$ cat config.mk
export PLATFORM = sky130hd
export DESIGN_NAME = rgb_block_to_ycbcr420
export DESIGN_NICKNAME = d
export VERILOG_FILES = /design/src/rbyc_pkg.sv /design/src/rbyc_lane.sv /design/src/rbyc_merge.sv /design/src/rgb_block_to_ycbcr420.sv
export SDC_FILE = /design/constraint.sdc
export NUM_CORES = 2
export LEC_CHECK = 0
export CAP_MARGIN = 5
export CORE_MARGIN = 1.5
export CORE_UTILIZATION = 30
export CTS_CLUSTER_DIAMETER = 40
export CTS_CLUSTER_SIZE = 14
export DETAILED_ROUTE_END_ITERATION = 12
export DONT_BUFFER_PORTS = 1
export PLACE_DENSITY_LB_ADDON = 0.2
export SYNTH_ARGS = -nofsm -noshare
export SYNTH_HDL_FRONTEND = slang
export SYNTH_SLANG_ARGS = --single-unit
$ cat constraint.sdc
create_clock -name clk -period 7.52 [get_ports clk]
set_input_delay 0.376 -clock clk [delete_from_list [all_inputs] [get_ports clk]]
set_output_delay 0.376 -clock clk [all_outputs]
set_load 0.01 [all_outputs]
$ cat src/rbyc_pkg.sv
// ----------------------------------------------------------------------------
// rbyc_pkg
// Shared types and coefficients for the 2x2 RGB to YCbCr 4:2:0 converter.
// ----------------------------------------------------------------------------
package rbyc_pkg;

  localparam int NUM_PIX = 4;

  typedef logic [23:0] pixel_t;

  typedef struct packed {
    logic [7:0] y;
    logic [7:0] cb;
    logic [7:0] cr;
  } lane_res_t;

  localparam logic [15:0] Y_R  = 16'd66;
  localparam logic [15:0] Y_G  = 16'd129;
  localparam logic [15:0] Y_B  = 16'd25;
  localparam logic [15:0] RND  = 16'd128;

  localparam logic [15:0] CB_R = 16'd38;
  localparam logic [15:0] CB_G = 16'd74;
  localparam logic [15:0] CB_B = 16'd112;

  localparam logic [15:0] CR_R = 16'd112;
  localparam logic [15:0] CR_G = 16'd94;
  localparam logic [15:0] CR_B = 16'd18;

  // 112*256 offset keeps the chroma numerator positive, plus rounding
  localparam logic [15:0] CHROMA_BIAS = 16'd28800;
  localparam logic [7:0]  OUT_OFFSET  = 8'd16;

endpackage

$ cat src/rbyc_lane.sv
// ----------------------------------------------------------------------------
// rbyc_lane
// Per-pixel core: luma and unaveraged Cb/Cr of one pixel, registered.
// ----------------------------------------------------------------------------
module rbyc_lane (
  input  logic              clk,
  input  logic              en,
  input  rbyc_pkg::pixel_t  pixel,
  output rbyc_pkg::lane_res_t res_r
);
  import rbyc_pkg::*;

  logic [15:0] r, g, b;
  logic [15:0] y_acc, cb_acc, cr_acc;
  lane_res_t   res_nxt;

  assign r = {8'd0, pixel[23:16]};
  assign g = {8'd0, pixel[15:8]};
  assign b = {8'd0, pixel[7:0]};

  // all sums land in 0..57360, so 16-bit wraparound cancels out
  assign y_acc  = r * Y_R + g * Y_G + b * Y_B + RND;
  assign cb_acc = b * CB_B + CHROMA_BIAS - r * CB_R - g * CB_G;
  assign cr_acc = r * CR_R + CHROMA_BIAS - g * CR_G - b * CR_B;

  always_comb begin
    res_nxt.y  = y_acc[15:8] + OUT_OFFSET;
    res_nxt.cb = cb_acc[15:8] + OUT_OFFSET;
    res_nxt.cr = cr_acc[15:8] + OUT_OFFSET;
  end

  always_ff @(posedge clk) begin
    if (en) begin
      res_r <= res_nxt;
    end
  end

endmodule

$ cat src/rbyc_merge.sv
// ----------------------------------------------------------------------------
// rbyc_merge
// Combines the four lanes: passes luma, averages chroma with rounding.
// ----------------------------------------------------------------------------
module rbyc_merge (
  input  logic                clk,
  input  logic                en,
  input  rbyc_pkg::lane_res_t lane [rbyc_pkg::NUM_PIX],
  output logic [7:0]          luma_r [rbyc_pkg::NUM_PIX],
  output logic [7:0]          cb_r,
  output logic [7:0]          cr_r
);
  import rbyc_pkg::*;

  logic [9:0] cb_sum, cr_sum;

  // four values of at most 240 plus 2 stay below 1024; sum/4 fits 8 bits
  always_comb begin
    cb_sum = 10'd2;
    cr_sum = 10'd2;
    for (int i = 0; i < NUM_PIX; i++) begin
      cb_sum = cb_sum + {2'd0, lane[i].cb};
      cr_sum = cr_sum + {2'd0, lane[i].cr};
    end
  end

  always_ff @(posedge clk) begin
    if (en) begin
      for (int i = 0; i < NUM_PIX; i++) begin
        luma_r[i] <= lane[i].y;
      end
      cb_r <= cb_sum[9:2];
      cr_r <= cr_sum[9:2];
    end
  end

endmodule

$ cat src/rgb_block_to_ycbcr420.sv
// ----------------------------------------------------------------------------
// rgb_block_to_ycbcr420
// 2x2 RGB block to four BT.601 luma bytes and one averaged Cb/Cr pair.
// Throughput: one block per cycle while out_stall is low.
// Four lanes plus a merge stage, each registered.
// Reset: synchronous rst_n clears both stage valid flags; data regs are not reset.
// ----------------------------------------------------------------------------
module rgb_block_to_ycbcr420 (
  input  logic                 clk,
  input  logic                 rst_n,

  input  logic                 in_valid,
  output logic                 in_stall,
  input  logic [23:0]          in_pixel_top_left,
  input  logic [23:0]          in_pixel_top_right,
  input  logic [23:0]          in_pixel_bottom_left,
  input  logic [23:0]          in_pixel_bottom_right,

  output logic                 out_valid,
  input  logic                 out_stall,
  output logic [7:0]           out_luma_top_left,
  output logic [7:0]           out_luma_top_right,
  output logic [7:0]           out_luma_bottom_left,
  output logic [7:0]           out_luma_bottom_right,
  output logic [7:0]           out_blue_chroma,
  output logic [7:0]           out_red_chroma
);
  import rbyc_pkg::*;

  pixel_t    pix [NUM_PIX];
  lane_res_t lane_res [NUM_PIX];
  logic [7:0] luma [NUM_PIX];

  logic lane_v_r, lane_v_nxt;
  logic out_v_r, out_v_nxt;
  logic adv_out, adv_lane;

  assign pix[0] = in_pixel_top_left;
  assign pix[1] = in_pixel_top_right;
  assign pix[2] = in_pixel_bottom_left;
  assign pix[3] = in_pixel_bottom_right;

  assign adv_out  = !out_v_r || !out_stall;
  assign adv_lane = !lane_v_r || adv_out;
  assign in_stall = !adv_lane;

  assign lane_v_nxt = adv_lane ? in_valid : lane_v_r;
  assign out_v_nxt  = adv_out ? lane_v_r : out_v_r;

  always_ff @(posedge clk) begin
    if (!rst_n) begin
      lane_v_r <= 1'b0;
      out_v_r  <= 1'b0;
    end else begin
      lane_v_r <= lane_v_nxt;
      out_v_r  <= out_v_nxt;
    end
  end

  for (genvar i = 0; i < NUM_PIX; i++) begin : g_lane
    rbyc_lane u_lane (
      .clk   (clk),
      .en    (adv_lane && in_valid),
      .pixel (pix[i]),
      .res_r (lane_res[i])
    );
  end

  rbyc_merge u_merge (
    .clk    (clk),
    .en     (adv_out && lane_v_r),
    .lane   (lane_res),
    .luma_r (luma),
    .cb_r   (out_blue_chroma),
    .cr_r   (out_red_chroma)
  );

  assign out_valid             = out_v_r;
  assign out_luma_top_left     = luma[0];
  assign out_luma_top_right    = luma[1];
  assign out_luma_bottom_left  = luma[2];
  assign out_luma_bottom_right = luma[3];

  a_stall_full: assert property (@(posedge clk) disable iff (!rst_n)
    in_stall |-> (lane_v_r && out_valid && out_stall))
    else $error("input stalled while pipeline has room");

  a_accept_fills: assert property (@(posedge clk) disable iff (!rst_n)
    (in_valid && !in_stall) |=> lane_v_r)
    else $error("accepted block lost from lane stage");

  a_drain: assert property (@(posedge clk) disable iff (!rst_n)
    (out_valid && !out_stall && !lane_v_r) |=> !out_valid)
    else $error("result repeated after transfer");

  a_luma_range: assert property (@(posedge clk) disable iff (!rst_n)
    out_valid |-> (out_luma_top_left >= 8'd16 && out_luma_top_left <= 8'd235 &&
                   out_blue_chroma >= 8'd16 && out_blue_chroma <= 8'd240))
    else $error("output outside studio range");

endmodule

==> Word-level counts from Yosys, hierarchy flattened <==
Cells that the tools add are included.
{ "word_totals": {"wordCells": 120, "register_bits": 146, "romBits": 0, "latch_bits": 0, "memories": 0, "ram_bits": 0} }
{ "op_classes": {"shifts": 0, "bitwise": 0, "mul": 36, "n_eq_ne": 0, "n_addsub": 56, "n_lt_le_gt_ge": 0, "reduce_logical": 8, "div": 0, "mux": 0} }
{ "op_table": {"columns": ["operator", "n"], "rows": [
  ["$sub 16x16->16", 16],
  ["$mul 8x6->14 const B", 12],
  ["$add 16x15->16 const B", 8],
  ["$add 16x16->16", 8],
  ["$mul 8x5->13 const B", 8],
  ["$add 8x5->8 const B", 12],
  ["$mul 8x3->11 const B", 8],
  ["$add 16x8->16 const B", 4],
  ["$mul 8x8->16 const B", 4],
  ["$add 10x8->10", 6],
  ["$mul 8x4->12 const B", 4],
  ["$add 2x8->9 const A", 2],
  ["$logic_not 1->1", 4],
  ["$logic_and 1x1->1", 2],
  ["$logic_or 1x1->1", 2]
]} }

==> Longest topological paths before layout <==
{ "logic_depth": {"ltp_word": 5, "ltp_mapped": 28, "ltp_nobuf": 27} }

==> By module <==
Synthesis repeated with hierarchy kept, for this count alone.
{ "hier_totals": {"cells_unflattened": 3620, "area_unflattened_um2": 35456.5} }
{ "by_module_without_submodules": {"columns": ["mod", "area_each_um2", "cells_per_inst", "instances"], "rows": [
  ["rbyc_lane at g_lane[0].u_lane ...", 8056.5, 841, 2],
  ["rbyc_lane at g_lane[3].u_lane", 8155.3, 846, 1],
  ["rbyc_lane at g_lane[2].u_lane", 8085.3, 836, 1],
  ["rbyc_merge", 3019.1, 248, 1],
  ["rgb_block_to_ycbcr420", 83.8, 8, 1]
]} }

==> Least setup slack after synthesis <==
No wires, ideal clock.
{ "synth_path": {"path_kind": "input to register", "startpoint": "in in_pixel_top_left[10]", "endpoint": "reg g_lane[0].u_lane.res_r[7] (netlist bit) (data pin)", "setup_slack_ns": 1.368, "setup_time_ns": 0.260, "stages": 25, "arrival_time_ns": 5.892, "t_required_ns": 7.260, "cell_sequence": "inv_1 > fa_1 > inv_1 > ha_1 > fa_1 > fa_1 > a21o_1 > a21oi_1 > o21bai_1 > a21oi_1 > o21bai_1 > a21oi_1 > xnor2_1 > ha_1 > fa_1 > inv_1 > ha_1 > clkbuf_1 > and3b_1 > a211o_2 > inv_2 > or3_4 > o21bai_1 > a221oi_2 > xnor2_1"} }
{ "synth_rtl": {"columns": ["element", "line_no", "rtl"], "rows": [
  ["start, declared", "rgb_block_to_ycbcr420.sv:14", "input logic [23:0] in_pixel_top_left,"],
  ["end signal, assigned", "rbyc_lane.sv:34", "res_r <= res_nxt;"],
  ["end, declared", "rbyc_lane.sv:9", "output rbyc_pkg::lane_res_t res_r"]
]} }

==> summary.md <==
| Metric | Value |
|---|---|
| Outcome | completed |
| Area of placed instances | ~37000 sq um |
| Fraction of synthesized area in multiplexers | 0.001744 |
| R2R Setup Slk | between 3 and 4 ns |
| FP Rows | between 100 and 150 |
| CP delay by family, top | adder cells |
| WL final | slightly above 80000 um |
| Min-Delay Startpoint | out_stall |
| Wire per inst | between 15 and 20 um |
| Post-synthesis cell count | approximately 3600 |
| Cells on worst reg2reg path | 14 |
| CP max stage cell | fa_1 |
| Synth Area in Compound Gates | 0.1027 |
| Footprint of the multi-input gates | 27410 sq um |
| Initial Util | 0.3024 |
| Vias in the first global route | about 24000 |
| Slew Viols, Final | 0 |
| Post-Synth Simple-Gate Area | 0.04628 |
| Crit end category | flip-flop |
| Die Wd | 345.3 um |
| RSZ-0062 raised after global routing | no |
| GRT Total Usage | 0.1412 |
| Share of cells above drive strength 1 | 0.01495 |
| Skew final | 0.01053 ns |
| Dominant synthesized flop cell | edfxtp_1 |
| Adder-Cell Fraction of Synth Area | 0.5475 |
| Worst r2r dst | u_merge.cb_r[7] |
| Die area | between 100000 and 150000 sq um |
| Period Utilization, post-route | 0.7984 |
| Max cap viols | 0 |
| CTS clk-pin slew, worst paths | 0.07 ns |
| Placed cell count | a little over 5000 |
| H-tree depth | 4 |
| Ports | 150 |
| Initial DRC Count | about 840 |
| Maximum fanout along the worst path | 6 |
| Clk root buf | clkbuf_16 |
| Final instance area | roughly 38000 sq um |
| DIE HEIGHT | ~350 um |
| Minimum clock period after layout | between 6 and 7 ns |
| Antenna-violating nets left | 0 |
| Least-Margin Pin Slew | 0.9323 ns |
| Antenna Cells | 0 |
| CTS Buf Count | 17 |
| Largest net degree at the start of global routing | 68 |
| CP Launch Type | input pin |
| Area grow syn2layout | 7.273% |
| CP peak stage delay | 0.55 ns |
| FF+latch count, synth | 146 |
| Clk buf depth | 2 |
| Final Util | 0.3244 |
| RD Place Congestion | a little over 0.8 |
| Min-Delay Path Depth | 2 |
| IO buf count | 0 |
| Worst path bufs/invs | 4 |
| Fin cells | 5136 |
| Number of iterations in the first detailed-routing pass | 5 |
| Yosys cell types | 81 |
| Drt drc | 0 |
| Via/cell ratio | 4.444 |
| FF/Latch Area | approximately 4400 sq um |
| Arrival time at the worst endpoint | approximately 6.2 ns |
| Total global routing overflow | 0 |
| Worst rel slew slack | 0.3785 |
| Largest family of logic cells by synthesized area | adder cells |
| Crit Path Category | in2reg |
| Hpwl dp | ~71000 um |
| Core area | approximately 120000 sq um |
| YS warnings | 0 |
| First-pass GRT wire length | ~130000 um |
| Setup Total Neg Slack | 0 ns |
| Sequential element share of the synthesized area | 0.1242 |
| # nets final | between 5000 and 6000 |
| Synthesized cell area | around 35000 sq um |
| Most frequent cells in the layout | ha_1, inv_1, fa_1 |
| CTS resizes | 0 |
| CP required | between 7 and 8 ns |
| Synthesized area per cell | between 9 and 10 sq um |
| Reg2reg start | g_lane[0].u_lane.res_r[9] |
| Most common cell after layout, fill and taps aside | ha_1 |
| Synth async-reset ratio | 0 |
| Synth Area in XOR/XNOR | 0.08121 |
| CTS tree | done |
| Worst-Skew Late Latency | roughly 0.5 ns |
| Antenna violations before repair | 0 |
| Net Count, Synth | 5000 |
| # setup viols final | 0 |
| Worst Hold Class | in2reg |
| EDFF count, synth | between 100 and 150 |
| Fillcell total | ~12000 |
| Routed vias | about 23000 |
| Hold Fails Final Rpt | 0 |
| Num Clock Sinks | around 150 |
| Max Freq | about 0.17 GHz |
| Hold Crit Endpoint | out_valid |
## routing by layer
layer	track usage	share of wire	vias up	wire length (um)
li1	-	-	11870	-
met5	0	0	-	0
met3	0.02732	0.039	39	3115
met4	0.03242	0.013	0	1081
met1	0.1931	0.50	10735	40190
met2	0.2291	0.45	178	36180
## sequential cells by signal (all words and copies together), names as in the netlist
signal and flops:
u_merge.cb_r 8, u_merge.cr_r 8, lane_v_r 1, u_merge.luma_r 32, out_valid 1, g_lane.u_lane.res_r 96
## worst max-delay path by stage
stage	to	cells past startpoint	start	slack [ns]
final	g_lane[2].u_lane.res_r[7]	25	in_pixel_bottom_left[10]	1.52
after global routing	g_lane[2].u_lane.res_r[7]	25	in_pixel_bottom_left[10]	1.14
after CTS	g_lane[0].u_lane.res_r[7]	25	in_pixel_top_left[10]	1.58
after detailed placement	g_lane[2].u_lane.res_r[7]	25	in_pixel_bottom_left[10]	1.05
after global placement	g_lane[2].u_lane.res_r[7]	25	in_pixel_bottom_left[10]	1.04
after floorplan	g_lane[0].u_lane.res_r[7]	25	in_pixel_top_left[10]	1.37
## synth_stat cells (6+ instances only)
cell      count  area [sq um]
nand4_1       6         37.54
nor2_1       99         371.6
o21bai_1    101         758.2
a21boi_0      7         52.55
nand2_1      45         168.9
nor2b_1      41         256.5
inv_1       895          3359
o21a_1       10         75.07
ha_1        962         12040
o21ai_1       7         35.03
nor3_1       21         105.1
edfxtp_1    144          4324
a21oi_1     219          1096
or3_1         8         50.05
a21o_1       74         555.5
and3_1       13         81.33
nand2b_1     15         93.84
xnor2_1     242          2120
fa_1        360          7207
a211oi_1      9         67.56
o211ai_1     12         90.09
and2_1        6         37.54
nand3_1      29         145.1
nand3b_1      8         60.06
xor2_1       82         718.2
a31oi_1       8         50.05
o21ai_0      59         295.3
## repair_timing
item / in CTS / in global routing
hold buffers: 2 / 0
buffers inserted: 0 / 0
hold endpoints to repair: 2 / 0
## per-stage QoR
step | hold slack (ns) | setup WS (ns)
5_1_grt | 0.03639 | 1.141
4_1_cts | 0.004523 | 1.583
2_1_floorplan | 0.4003 | 1.368
3_5_place_dp | 0.4052 | 1.052
6_report | 0.05610 | 1.516
3_3_place_gp | 0.4008 | 1.040
## area by class of cell
type                       instances  area share
clock buffer                      18     0.01138
inverter                         897     0.08931
clock inverter                    14    0.004713
multi-input combinational       2532      0.7271
timing repair buffer               5    0.001128
tap                             1524     0.05058
sequential                       146      0.1158
## cell families (layout without fill, tap and decap cells)
logic type / after synthesis / count (layout)
compound gates: 562 / 562
xor+xnor: 325 / 325
fa+ha+maj: 1322 / 1322
buf+inv: 900 / 934
flops: 146 / 146
mux: 6 / 6
simple gates: 317 / 317
## worst reg2reg max path, cell delays in order, from the launching register on
cell and delay [ns]:
edfxtp_1 0.55, ha_1 0.32, xnor2_1 0.34, fa_1 0.47
inv_1 0.08, fa_1 0.42, ha_1 0.35, nor2b_1 0.15
o21ai_0 0.15, nand2b_1 0.12, a21o_1 0.19, a21o_1 0.19
a21o_1 0.18, a21oi_1 0.18, xnor2_1 0.08
Power is not shown: default switching activity piles up to over one toggle a cycle in this logic, so the estimate is an artifact.
